[src/design/pit3_pkg.sv]
// ----------------------------------------------------------------------------
// pit3_pkg
// Shared types and codes for the three-channel interval timer.
// ----------------------------------------------------------------------------
package pit3_pkg;

    localparam int NUM_CH = 3;

    // Item kinds on the input channel.
    typedef enum logic [1:0] {
        ITEM_WRITE = 2'd0,
        ITEM_READ  = 2'd1,
        ITEM_TICK  = 2'd2,
        ITEM_NONE  = 2'd3
    } pit3_item_t;

    localparam logic [1:0] CTRL_PORT     = 2'd3;
    localparam logic [1:0] SEL_READBACK  = 2'd3;

    // Access kinds from the control word.
    localparam logic [1:0] ACC_LATCH = 2'd0;
    localparam logic [1:0] ACC_LSB   = 2'd1;
    localparam logic [1:0] ACC_MSB   = 2'd2;
    localparam logic [1:0] ACC_WORD  = 2'd3;

    // Read and write sequence codes.
    localparam logic [2:0] SEQ_MSB     = 3'd2;
    localparam logic [2:0] SEQ_WORD_LO = 3'd3;
    localparam logic [2:0] SEQ_WORD_HI = 3'd4;

    // Counter modes.
    localparam logic [2:0] MODE_ONE_SHOT = 3'd1;
    localparam logic [2:0] MODE_RATE     = 3'd2;
    localparam logic [2:0] MODE_SQUARE   = 3'd3;
    localparam logic [2:0] MODE_SW_STB   = 3'd4;
    localparam logic [2:0] MODE_HW_STB   = 3'd5;
    localparam logic [2:0] MODE_LAST     = 3'd5;
    localparam logic [2:0] MODE_FOLD     = 3'd4;

    localparam logic [16:0] FULL_COUNT = 17'h10000;

    // Operation for one channel, decoded from one input item.
    typedef struct packed {
        logic       tick;
        logic       wr_count;
        logic       rd;
        logic       prog;
        logic       latch_cnt;
        logic       latch_sts;
        logic [7:0] data;
    } pit3_cmd_t;

endpackage

[src/design/pit3_chan.sv]
// ----------------------------------------------------------------------------
// pit3_chan
// State and update logic of one timer channel: tick, count load, control
// word programming, latches and byte reads.
// ----------------------------------------------------------------------------
module pit3_chan (
    input  logic                aclk,
    input  logic                aresetn,
    input  pit3_pkg::pit3_cmd_t cmd,
    output logic [7:0]          rd_byte,
    output logic                level
);

    logic [16:0] reload_reg, reload_next;
    logic [15:0] elapsed_reg, elapsed_next;
    logic [15:0] phase_reg, phase_next;
    logic        ez_reg, ez_next;
    logic        reached_reg, reached_next;
    logic        eq_reg, eq_next;
    logic [2:0]  mode_reg, mode_next;
    logic [1:0]  acc_reg, acc_next;
    logic        bcd_reg, bcd_next;
    logic [2:0]  rseq_reg, rseq_next;
    logic [2:0]  wseq_reg, wseq_next;
    logic [7:0]  pend_lo_reg, pend_lo_next;
    logic [15:0] held_cnt_reg, held_cnt_next;
    logic [1:0]  held_ph_reg, held_ph_next;
    logic [7:0]  held_sts_reg, held_sts_next;
    logic        sts_pend_reg, sts_pend_next;

    logic [16:0] tick_p;
    logic        tick_hit;
    logic        load_en;
    logic [15:0] load_val;
    logic [15:0] cur_count;
    logic        cur_level;
    logic [2:0]  prog_mode;

    function automatic logic [15:0] count_of(input logic [2:0]  m,
                                             input logic [16:0] n,
                                             input logic [15:0] p,
                                             input logic [15:0] e);
        logic [16:0] twice;
        logic [16:0] diff;
        twice = {p, 1'b0};
        case (m)
            pit3_pkg::MODE_RATE: begin
                diff = n - {1'b0, p};
            end
            pit3_pkg::MODE_SQUARE: begin
                if (twice >= n) begin
                    twice = twice - n;
                end
                diff = n - twice;
            end
            default: begin
                diff = n - {1'b0, e};
            end
        endcase
        return diff[15:0];
    endfunction

    function automatic logic level_of(input logic [2:0]  m,
                                      input logic [16:0] n,
                                      input logic [15:0] p,
                                      input logic        ez,
                                      input logic        reached,
                                      input logic        eq);
        logic [16:0] half;
        logic        lv;
        half = (n + 17'd1) >> 1;
        case (m) inside
            pit3_pkg::MODE_ONE_SHOT:                       lv = !reached;
            pit3_pkg::MODE_RATE:                           lv = (p == 16'd0) && !ez;
            pit3_pkg::MODE_SQUARE:                         lv = {1'b0, p} < half;
            pit3_pkg::MODE_SW_STB, pit3_pkg::MODE_HW_STB:  lv = eq;
            default:                                       lv = reached;
        endcase
        return lv;
    endfunction

    assign cur_count = count_of(mode_reg, reload_reg, phase_reg, elapsed_reg);
    assign cur_level = level_of(mode_reg, reload_reg, phase_reg, ez_reg,
                                reached_reg, eq_reg);
    assign tick_p    = {1'b0, phase_reg} + 17'd1;
    assign tick_hit  = !reached_reg && (tick_p == reload_reg);
    assign prog_mode = (cmd.data[3:1] > pit3_pkg::MODE_LAST) ?
                       cmd.data[3:1] - pit3_pkg::MODE_FOLD : cmd.data[3:1];

    always_comb begin
        reload_next   = reload_reg;
        elapsed_next  = elapsed_reg;
        phase_next    = phase_reg;
        ez_next       = ez_reg;
        reached_next  = reached_reg;
        eq_next       = eq_reg;
        mode_next     = mode_reg;
        acc_next      = acc_reg;
        bcd_next      = bcd_reg;
        rseq_next     = rseq_reg;
        wseq_next     = wseq_reg;
        pend_lo_next  = pend_lo_reg;
        held_cnt_next = held_cnt_reg;
        held_ph_next  = held_ph_reg;
        held_sts_next = held_sts_reg;
        sts_pend_next = sts_pend_reg;
        load_en       = 1'b0;
        load_val      = {8'h00, cmd.data};
        rd_byte       = 8'h00;

        if (cmd.tick) begin
            elapsed_next = elapsed_reg + 16'd1;
            // The phase never exceeds the count, so reaching it wraps to zero.
            phase_next   = (tick_p >= reload_reg) ? 16'd0 : tick_p[15:0];
            ez_next      = 1'b0;
            eq_next      = tick_hit;
            if (tick_hit) begin
                reached_next = 1'b1;
            end
        end

        if (cmd.prog) begin
            acc_next  = cmd.data[5:4];
            rseq_next = {1'b0, cmd.data[5:4]};
            wseq_next = {1'b0, cmd.data[5:4]};
            mode_next = prog_mode;
            bcd_next  = cmd.data[0];
        end

        if (cmd.wr_count) begin
            case (wseq_reg)
                pit3_pkg::SEQ_MSB: begin
                    load_en  = 1'b1;
                    load_val = {cmd.data, 8'h00};
                end
                pit3_pkg::SEQ_WORD_LO: begin
                    pend_lo_next = cmd.data;
                    wseq_next    = pit3_pkg::SEQ_WORD_HI;
                end
                pit3_pkg::SEQ_WORD_HI: begin
                    load_en   = 1'b1;
                    load_val  = {cmd.data, pend_lo_reg};
                    wseq_next = pit3_pkg::SEQ_WORD_LO;
                end
                default: begin
                    load_en = 1'b1;
                end
            endcase
        end

        if (load_en) begin
            // A count of zero stands for the full 65536.
            reload_next  = (load_val == 16'd0) ? pit3_pkg::FULL_COUNT
                                               : {1'b0, load_val};
            elapsed_next = 16'd0;
            phase_next   = 16'd0;
            ez_next      = 1'b1;
            reached_next = 1'b0;
            eq_next      = 1'b0;
        end

        // A latch that is still held is not replaced.
        if (cmd.latch_cnt && (held_ph_reg == pit3_pkg::ACC_LATCH)) begin
            held_cnt_next = cur_count;
            held_ph_next  = acc_reg;
        end

        if (cmd.latch_sts && !sts_pend_reg) begin
            held_sts_next = {cur_level, 1'b0, acc_reg, mode_reg, bcd_reg};
            sts_pend_next = 1'b1;
        end

        if (cmd.rd) begin
            if (sts_pend_reg) begin
                rd_byte       = held_sts_reg;
                sts_pend_next = 1'b0;
            end else if (held_ph_reg != pit3_pkg::ACC_LATCH) begin
                case (held_ph_reg)
                    pit3_pkg::ACC_MSB: begin
                        rd_byte      = held_cnt_reg[15:8];
                        held_ph_next = pit3_pkg::ACC_LATCH;
                    end
                    pit3_pkg::ACC_WORD: begin
                        rd_byte      = held_cnt_reg[7:0];
                        held_ph_next = pit3_pkg::ACC_MSB;
                    end
                    default: begin
                        rd_byte      = held_cnt_reg[7:0];
                        held_ph_next = pit3_pkg::ACC_LATCH;
                    end
                endcase
            end else begin
                case (rseq_reg)
                    pit3_pkg::SEQ_MSB: begin
                        rd_byte = cur_count[15:8];
                    end
                    pit3_pkg::SEQ_WORD_LO: begin
                        rd_byte   = cur_count[7:0];
                        rseq_next = pit3_pkg::SEQ_WORD_HI;
                    end
                    pit3_pkg::SEQ_WORD_HI: begin
                        rd_byte   = cur_count[15:8];
                        rseq_next = pit3_pkg::SEQ_WORD_LO;
                    end
                    default: begin
                        rd_byte = cur_count[7:0];
                    end
                endcase
            end
        end
    end

    // Level as it stands once this item has taken effect.
    assign level = level_of(mode_next, reload_next, phase_next, ez_next,
                            reached_next, eq_next);

    always_ff @(posedge aclk) begin
        if (!aresetn) begin
            reload_reg   <= pit3_pkg::FULL_COUNT;
            elapsed_reg  <= 16'd0;
            phase_reg    <= 16'd0;
            ez_reg       <= 1'b1;
            reached_reg  <= 1'b0;
            eq_reg       <= 1'b0;
            mode_reg     <= 3'd0;
            acc_reg      <= pit3_pkg::ACC_LATCH;
            bcd_reg      <= 1'b0;
            rseq_reg     <= 3'd0;
            wseq_reg     <= 3'd0;
            pend_lo_reg  <= 8'h00;
            held_cnt_reg <= 16'd0;
            held_ph_reg  <= pit3_pkg::ACC_LATCH;
            held_sts_reg <= 8'h00;
            sts_pend_reg <= 1'b0;
        end else begin
            reload_reg   <= reload_next;
            elapsed_reg  <= elapsed_next;
            phase_reg    <= phase_next;
            ez_reg       <= ez_next;
            reached_reg  <= reached_next;
            eq_reg       <= eq_next;
            mode_reg     <= mode_next;
            acc_reg      <= acc_next;
            bcd_reg      <= bcd_next;
            rseq_reg     <= rseq_next;
            wseq_reg     <= wseq_next;
            pend_lo_reg  <= pend_lo_next;
            held_cnt_reg <= held_cnt_next;
            held_ph_reg  <= held_ph_next;
            held_sts_reg <= held_sts_next;
            sts_pend_reg <= sts_pend_next;
        end
    end

endmodule

[src/design/interval_timer_three_channel.sv]
// A result is registered in the result register when its item leaves the input
// register. Items are taken at one per cycle while the output is not stalled;
// each item updates channel state between the input and result registers.
// Reset (aresetn low at a clock edge) loads every channel with a count of
// 65536, mode 0, and clears all latches and both pipeline valid flags.
// ----------------------------------------------------------------------------
// interval_timer_three_channel
// Three-channel 8254-style interval timer driven by byte writes, byte reads
// and ticks, with one result transfer per input transfer.
// ----------------------------------------------------------------------------
module interval_timer_three_channel (
    input  logic       aclk,
    input  logic       aresetn,
    input  logic       s_valid,
    output logic       s_ready,
    input  logic [1:0] s_mode,
    input  logic [1:0] s_port,
    input  logic [7:0] s_write_byte,
    output logic       m_valid,
    input  logic       m_ready,
    output logic [7:0] m_read_byte,
    output logic       m_out_level0,
    output logic       m_out_level1,
    output logic       m_out_level2
);

    logic                in_valid_reg, in_valid_next;
    logic [1:0]          mode_reg;
    logic [1:0]          port_reg;
    logic [7:0]          data_reg;
    logic                out_valid_reg, out_valid_next;
    logic [7:0]          rd_out_reg;
    logic [2:0]          lvl_out_reg;
    logic                advance;
    logic                in_xfer;
    pit3_pkg::pit3_cmd_t cmd [pit3_pkg::NUM_CH];
    logic [7:0]          ch_rd [pit3_pkg::NUM_CH];
    logic [2:0]          ch_lvl;
    logic [7:0]          rd_any;

    assign advance = in_valid_reg && (!out_valid_reg || m_ready);
    assign s_ready = !in_valid_reg || advance;
    assign in_xfer = s_valid && s_ready;

    always_comb begin
        for (int c = 0; c < pit3_pkg::NUM_CH; c++) begin
            cmd[c]      = '0;
            cmd[c].data = data_reg;
            if (advance) begin
                unique case (pit3_pkg::pit3_item_t'(mode_reg))
                    pit3_pkg::ITEM_WRITE: begin
                        if (port_reg == pit3_pkg::CTRL_PORT) begin
                            if (data_reg[7:6] == pit3_pkg::SEL_READBACK) begin
                                // Read-back: bits 3-1 pick channels 2-0.
                                if (data_reg[c + 1]) begin
                                    cmd[c].latch_cnt = !data_reg[5];
                                    cmd[c].latch_sts = !data_reg[4];
                                end
                            end else if (data_reg[7:6] == 2'(c)) begin
                                if (data_reg[5:4] == pit3_pkg::ACC_LATCH) begin
                                    cmd[c].latch_cnt = 1'b1;
                                end else begin
                                    cmd[c].prog = 1'b1;
                                end
                            end
                        end else if (port_reg == 2'(c)) begin
                            cmd[c].wr_count = 1'b1;
                        end
                    end
                    pit3_pkg::ITEM_READ: begin
                        cmd[c].rd = (port_reg == 2'(c));
                    end
                    pit3_pkg::ITEM_TICK: begin
                        cmd[c].tick = 1'b1;
                    end
                    default: begin
                    end
                endcase
            end
        end
    end

    for (genvar g = 0; g < pit3_pkg::NUM_CH; g++) begin : g_chan
        pit3_chan u_chan (
            .aclk    (aclk),
            .aresetn (aresetn),
            .cmd     (cmd[g]),
            .rd_byte (ch_rd[g]),
            .level   (ch_lvl[g])
        );
    end

    // Only the channel being read drives a nonzero byte.
    assign rd_any = ch_rd[0] | ch_rd[1] | ch_rd[2];

    always_comb begin
        in_valid_next = in_valid_reg;
        if (in_xfer) begin
            in_valid_next = 1'b1;
        end else if (advance) begin
            in_valid_next = 1'b0;
        end
        out_valid_next = out_valid_reg;
        if (advance) begin
            out_valid_next = 1'b1;
        end else if (m_ready) begin
            out_valid_next = 1'b0;
        end
    end

    always_ff @(posedge aclk) begin
        if (!aresetn) begin
            in_valid_reg  <= 1'b0;
            out_valid_reg <= 1'b0;
        end else begin
            in_valid_reg  <= in_valid_next;
            out_valid_reg <= out_valid_next;
        end
    end

    always_ff @(posedge aclk) begin
        if (in_xfer) begin
            mode_reg <= s_mode;
            port_reg <= s_port;
            data_reg <= s_write_byte;
        end
        if (advance) begin
            rd_out_reg  <= rd_any;
            lvl_out_reg <= ch_lvl;
        end
    end

    assign m_valid      = out_valid_reg;
    assign m_read_byte  = rd_out_reg;
    assign m_out_level0 = lvl_out_reg[0];
    assign m_out_level1 = lvl_out_reg[1];
    assign m_out_level2 = lvl_out_reg[2];

    a_full_blocks_input: assert property (@(posedge aclk) disable iff (!aresetn)
        (in_valid_reg && m_valid && !m_ready) |-> !s_ready)
        else $error("input taken while both stages are full and stalled");

    a_xfer_fills_stage: assert property (@(posedge aclk) disable iff (!aresetn)
        in_xfer |=> in_valid_reg)
        else $error("input transfer did not fill the input register");

    a_advance_gives_result: assert property (@(posedge aclk) disable iff (!aresetn)
        advance |=> m_valid)
        else $error("processed item produced no result");

    a_nonread_zero: assert property (@(posedge aclk) disable iff (!aresetn)
        (advance && (mode_reg != pit3_pkg::ITEM_READ)) |=> (m_read_byte == 8'h00))
        else $error("nonzero read byte for an item that is not a read");

endmodule
[config.mk]
export PLATFORM = sky130hd
export DESIGN_NAME = interval_timer_three_channel
export DESIGN_NICKNAME = d
export VERILOG_FILES = /design/src/design/pit3_pkg.sv /design/src/design/pit3_chan.sv /design/src/design/interval_timer_three_channel.sv
export SDC_FILE = /design/constraint.sdc
export NUM_CORES = 1
export LEC_CHECK = 0
export BUFFER_PORTS_ARGS = -buffer_cell sky130_fd_sc_hd__clkbuf_2
export CELL_PAD_IN_SITES_DETAIL_PLACEMENT = 1
export CELL_PAD_IN_SITES_GLOBAL_PLACEMENT = 1
export CORE_MARGIN = 3
export CORE_UTILIZATION = 49
export DETAILED_ROUTE_END_ITERATION = 6
export PLACE_DENSITY_LB_ADDON = 0.2
export SYNTH_ARGS = -nofsm -noshare
export SYNTH_HDL_FRONTEND = slang
export SYNTH_HIERARCHICAL = 1
export SYNTH_SLANG_ARGS = --single-unit
[constraint.sdc]
create_clock -name aclk -period 7.4 [get_ports aclk]
set_clock_uncertainty 0.15 [all_clocks]
set_input_delay 0.74 -clock aclk [delete_from_list [all_inputs] [get_ports aclk]]
set_output_delay 0.74 -clock aclk [all_outputs]
set_load 0.01 [all_outputs]
==> results of run 1 <==
## Yosys cell counts, types with 9 or more instances
cell      count
a22o_1       24
xnor2_1     157
and2_1      106
a21oi_1     268
nand3_1     134
or2_2        12
nand2b_1     34
nor2b_1      72
nor2_1      293
or3_1        27
buf_2        25
ha_1        252
and4_1       16
nor4_1       35
a21o_1       61
nand3b_1     20
o211a_1       9
a211oi_1     56
inv_1       122
o31ai_1      23
nor3b_1      19
o211ai_1     20
o21ai_0     181
mux2i_1      45
nor3_1       78
nand4_1      66
or4_1         9
o21a_1       34
o21ai_1      25
a21boi_0     48
dfxtp_1     296
edfxtp_1     23
buf_1        11
a22oi_1      33
clkbuf_1    134
xor2_1       91
nand2_1     437
a31oi_1      42
and3_1       45
## per-stage QoR
stage | instance area (um^2) | std cells | hold WS (ns) | util (%)
6_report | 29800 | 4332 | 0.192 | 53.9
3_5_place_dp | 28300 | 4259 | 0.295 | 51.3
3_3_place_gp | 28300 | 4259 | 0.289 | 51.3
5_1_grt | 29800 | 4332 | 0.168 | 53.9
4_1_cts | 29800 | 4332 | 0.157 | 53.9
2_1_floorplan | 27400 | 3589 | 0.281 | -
## logic make-up (layout without fill, tap and decap cells)
kind of cell / after synthesis / count (layout) / synth area share [%]
buffers and inverters: 304 / 299 / 4.43
XOR/XNOR: 248 / 248 / 7.92
flip-flops: 319 / 319 / 24.1
AND/OR/NAND/NOR: 1464 / 1464 / 27.2
adder cells (fa/ha/maj): 258 / 258 / 11.9
AO/OA/AOI/OAI: 943 / 943 / 22.4
multiplexers: 53 / 53 / 1.97
## cell usage in the layout, fill, tap and decap left out, types with 18 or more instances in the layout
cell type,synthesis,final
o31ai_1,23,23
clkbuf_2,1,27
buf_4,7,74
edfxtp_1,23,23
xnor2_1,157,157
inv_1,122,122
or3_1,27,27
a21oi_1,268,268
o211ai_1,20,20
and3_1,45,45
o21ai_0,181,181
nand3_1,134,134
a21o_1,61,61
xor2_1,91,91
nor3b_1,19,18
a211oi_1,56,56
nor2b_1,72,72
dfxtp_1,296,296
o21ai_1,25,25
a31oi_1,42,42
o21a_1,34,34
and2_1,106,106
a21boi_0,48,48
nor3_1,78,78
nor2_1,293,293
nand2_1,437,437
nand4_1,66,66
a22o_1,24,24
nand2b_1,34,34
a22oi_1,33,33
nand3b_1,20,20
nor4_1,35,35
mux2i_1,45,45
clkbuf_16,0,41
ha_1,252,252
## layer usage
metal  up-vias  wire length (um)
met3       286              5520
li1      12900                 -
met4         4              5770
met1     13800             45600
met5         -                32
met2       879             50400
## worst max-delay path by stage
stage                                               from              to  depth (start not counted)
after floorplan           g_chan[0].u_chan/reload_reg[1]  m_read_byte[0]                         25
after global placement    g_chan[0].u_chan/reload_reg[1]  m_read_byte[6]                         22
after detailed placement  g_chan[0].u_chan/reload_reg[1]  m_read_byte[6]                         22
after CTS                 g_chan[0].u_chan/reload_reg[1]  m_read_byte[6]                         22
after global routing      g_chan[0].u_chan/reload_reg[1]  m_read_byte[0]                         21
final                     g_chan[0].u_chan/reload_reg[1]  m_read_byte[6]                         22
## layout make-up
cell class	count	share of cell area [%]
flip-flops and latches	319	22.2
multi-input cells	2966	65.9
clock buffers	51	3.71
well taps	748	3.14
clock inverters	22	1.08
inverters	124	1.56
repair buffers	102	2.39
## power by group through the flow
stage          logic [mW]  registers (mW)  clock network [mW]
2_1_floorplan       0.196            1.80                   0
3_3_place_gp        0.298            1.80                   0
3_5_place_dp        0.304            1.80                   0
4_1_cts             0.307            1.77                2.20
5_1_grt             0.334            1.77                2.28
6_report            0.312            1.77                2.17
==> results.cfg, run 1 <==
[run_status]
status = completed

[power]
ir_drop_mv = 0.136
combPwrFrac_pct = 7.4
total_leakage_power_nw = 11.3
p_clk_share_pct = 51.0
p_per_area_nw_per_um2 = 143
fin_total_pwr_mw = 4.24
power_frac_seq_pct = 41.6
internal_power_mw = 3.17
swShare_pct = 25.4
power_switching_mw = 1.08

[setup_path]
critPathKind = register to register
r2r-start = g_chan[0].u_chan/reload_reg[1]
reg2regPathDepth = 22
r2r_slack_ns = 0.60
cp_slowest_cell = and2_1
r2r_end = m_read_byte[6]
path_cells = inv_1 -> ha_1 -> ha_1 -> and4_1 -> nand2_1 -> o41ai_1 -> nor2_1 -> nand4b_1 -> and2_1 -> o21ai_0 -> a221oi_1 -> fa_1 -> nor2b_1 -> o21ai_0 -> a21boi_0 -> o211ai_1 -> a21oi_1 -> o31a_1 -> a31oi_1 -> mux2i_1 -> nor2_1 -> or3_1
cp-end-kind = register
critical-path-max-stage-delay_ns = 0.68
crit_buf_inv = 1
crit_arrival_ns = 6.97
start_kind = register
critical_path_peak_fanout = 16
path_delay_family = compound AO/OA/AOI/OAI gates
required_ns = 7.57

[clocking]
cts_setup_buffers = 0
clock-sinks = 319
clk_latency_ns = 0.58
cts_max_level = 2
cts_tree = yes
clk_path_buf_depth = 3
cts_buffers = 40
ctsHoldBuffers = 0
clkSlewWorstSetupHoldPaths_ns = 0.06
cts_resized = 0
cts_root_buf = clkbuf_16

[finish]
diodes = 0
drive_above_1_share_pct = 6.98
area_growth_pct = 8.51
multi_input_area_um2 = 19600
largest_register_ffs = 51
fillers = 6869
register_area_um2 = 6620
nets = 3827

[logic_synthesis]
synth-async-reset-ratio_pct = 0
syn-cell-area_um2 = 27400
yosys_most_used_dff = dfxtp_1
yosysWarnings = 6
synth-seq-area-share_pct = 24.1
synthesis.instances = 3589
ys_seq_elements = 319
synth_edf_count = 23
syn_area_per_cell_um2 = 7.64
netlist_top_cells_area = dfxtp_1, ha_1, nand2_1, xnor2_1, a21oi_1
synth_cell_type_count = 110
syn_nets = 3863
synth_area_leader_cell = dfxtp_1
synth_top_area_share_pct = 21.6

[grt]
met3_usage_pct = 4.32
grt_pass1_vias = 28600
grtUsageMet1_pct = 44.1
grt_first_pass_wirelength_mm = 166
use_met2_pct = 60.5
antenna_found_initial = 3
overflow = 0
busiest_layer = met2
grt_max_degree = 163
grtUsageTotal_pct = 35.4

[drt]
drc_errors = 0
antenna_left = 0
num_vias = 27800
post_drt_via_cell_ratio = 6.43
wire_per_inst_um = 24.8
drt_iter0_drc = 2104
firstDrtPassIters = 5
routed_wl_mm = 107

[hold_path]
hold_depth = 1
hold_start = s_port[1]
hp-class = input port to register
min_to = port_reg[1]

[sta]
setup_tns_ns = 0
fin_crit_ns = 6.80
tightestPinTransition_ns = 1.11
hold_violations = 0
slew_viol_final = 0
setup_violations = 0
relSlewSlack_pct = 25.2
fin_crit_sh_pct = 91.9
fin_ws_ns = 0.600
max_freq_mhz = 147
rsz0062_at_grt = false

[die]
num_io_pins = 29
rows = 86
core_area_um2 = 55200
die_area_um2 = 58800
die_h_um = 243
fp.dieW_um = 243
initial_core_util_pct = 49.7

[place]
routabilityCongestion = 0.990
post-dp-hpwl_mm = 82.2
port_buffers = 28
pre_cts_ws_ns = 0.787

[flow_run]
cap_violations = 0
Note: power is estimated with default switching activity, not from simulation.
==> run 2: changes to the inputs <==
--- a/config.mk
+++ b/config.mk
@@ -6,7 +6,7 @@
 export NUM_CORES = 1
 export LEC_CHECK = 0
 export BUFFER_PORTS_ARGS = -buffer_cell sky130_fd_sc_hd__clkbuf_2
-export CELL_PAD_IN_SITES_DETAIL_PLACEMENT = 1
+export CELL_PAD_IN_SITES_DETAIL_PLACEMENT = 0
 export CELL_PAD_IN_SITES_GLOBAL_PLACEMENT = 1
 export CORE_MARGIN = 3
 export CORE_UTILIZATION = 49
==> run 2 against run 1 <==
First-iteration DRC count up 16%. Global-route usage down 3.4 points. Critical path depth unchanged. Cell count about the same. Clock power down 7%. Non-clock buffer count unchanged. Design area down 0.28%. Die area unchanged. Core utilization down 0.15 points. Worst hold slack worse by 0.015 ns. Worst setup slack better by 0.15 ns. Largest cell class unchanged. Largest power group unchanged. Highest routed layer is now met4.
==> results.cfg, run 2 (synthesis gave the netlist of run 1 again) <==
[drt]
drc_errors = 0
routed_wl_mm = 97.3
firstDrtPassIters = 6
num_vias = 26900
post_drt_via_cell_ratio = 6.21
drt_iter0_drc = 2432
wire_per_inst_um = 22.5
antenna_left = 0

[clocking]
cts_buffers = 39
cts_max_level = 2
clk_latency_ns = 0.59
cts_resized = 0
clock-sinks = 319
cts_root_buf = clkbuf_16
clkSlewWorstSetupHoldPaths_ns = 0.06
cts_setup_buffers = 0
clk_path_buf_depth = 3
ctsHoldBuffers = 0
cts_tree = yes

[power]
power_frac_seq_pct = 43.2
p_per_area_nw_per_um2 = 138
power_switching_mw = 1.07
ir_drop_mv = 0.144
total_leakage_power_nw = 11.2
fin_total_pwr_mw = 4.09
p_clk_share_pct = 49.4
combPwrFrac_pct = 7.4
internal_power_mw = 3.02
swShare_pct = 26.2

[finish]
largest_register_ffs = 51
layout_common_cells = nand2_1, dfxtp_1, nor2_1
layout_commonest_cell = nand2_1
fillers = 5371
nets = 3826
drive_above_1_share_pct = 6.89
area_growth_pct = 8.21

[setup_path]
crit_arrival_ns = 6.83
required_ns = 7.58
critPathKind = register to register
start_kind = register
cp-end-kind = register
r2r_slack_ns = 0.75
critical_path_peak_fanout = 16

[sta]
rsz0062_at_grt = false
fin_crit_sh_pct = 89.9
hold_violations = 0
max_freq_mhz = 150
hold_ws_ns = 0.176
slew_viol_final = 0
relSlewSlack_pct = 34.1
setup_violations = 0
tightestPinTransition_ns = 0.980
fin_crit_ns = 6.65
setup_tns_ns = 0

[grt]
grt_first_pass_wirelength_mm = 150
grt_max_degree = 163
grt_pass1_vias = 25300
antenna_found_initial = 4
grtUsageTotal_pct = 32.0
overflow = 0

[die]
rows = 86
die_h_um = 243
fp.dieW_um = 243
initial_core_util_pct = 49.7
core_area_um2 = 55200
num_io_pins = 29
die_area_um2 = 58800

[place]
routabilityCongestion = 0.990
port_buffers = 28
post-dp-hpwl_mm = 74.9

[flow_run]
cap_violations = 0

[run_status]
status = completed

[hold_path]
hp-class = input port to register
==> run 2: power by group through the flow <==
stage	logic, mW	clock network, mW	registers (mW)
after floorplan	0.196	0	1.80
after global placement	0.298	0	1.80
after detailed placement	0.298	0	1.80
after CTS	0.300	2.06	1.77
after global routing	0.327	2.12	1.77
final	0.303	2.02	1.77
==> run 2: worst paths after layout <==
check | startpoint | end | cells past startpoint
setup / recovery | g_chan[0].u_chan/reload_reg[1] | m_read_byte[6] | 22
hold / removal | s_write_byte[7] | data_reg[7] | 1
setup reg to reg | g_chan[0].u_chan/reload_reg[1] | m_read_byte[6] | 22
hold reg to reg | g_chan[1].u_chan/pend_lo_reg[1] | g_chan[1].u_chan/pend_lo_reg[1] | 2
==> run 2: through the flow <==
step	setup WS, ns	util (%)	cell area, um^2	instances
floorplan	1.98	-	27400	3589
global placement	0.871	51.3	28300	4259
global route	0.275	53.7	29700	4331
finish	0.749	53.8	29700	4334
detailed placement	0.841	51.3	28300	4259
CTS	0.840	53.7	29700	4331
==> run 2: cell type report <==
type	instances	area (um^2)	area share, %
multi-input cells	2966	19600	66.1
flip-flops and latches	319	6620	22.3
clock buffers	56	1100	3.71
well taps	748	936	3.15
repair buffers	102	711	2.39
inverters	124	465	1.57
clock inverters	16	235	0.793
diodes	3	7.51	0.0253
==> run 2: layer usage <==
metal  part of all wire, %  routed length, um  track usage, %
met5                     0                  0               0
met4                   4.8               4680            14.0
met3                   6.1               5980            3.67
met2                    46              44400            52.7
met1                    43              42300            42.3
==> run 2: worst max-delay path, cell delays in order (launching register included) <==
cell and delay [ns]:
dfxtp_1 0.65, inv_1 0.24, ha_1 0.36, ha_1 0.13
and4_1 0.18, nand2_1 0.05, o41ai_1 0.37, nor2_1 0.07
nand4b_1 0.18, and2_1 0.64, o21ai_0 0.30, a221oi_1 0.42
fa_1 0.30, nor2b_1 0.06, o21ai_0 0.21, a21boi_0 0.17
o211ai_1 0.23, a21oi_1 0.13, o31a_1 0.40, a31oi_1 0.39
mux2i_1 0.30, nor2_1 0.10, or3_1 0.36
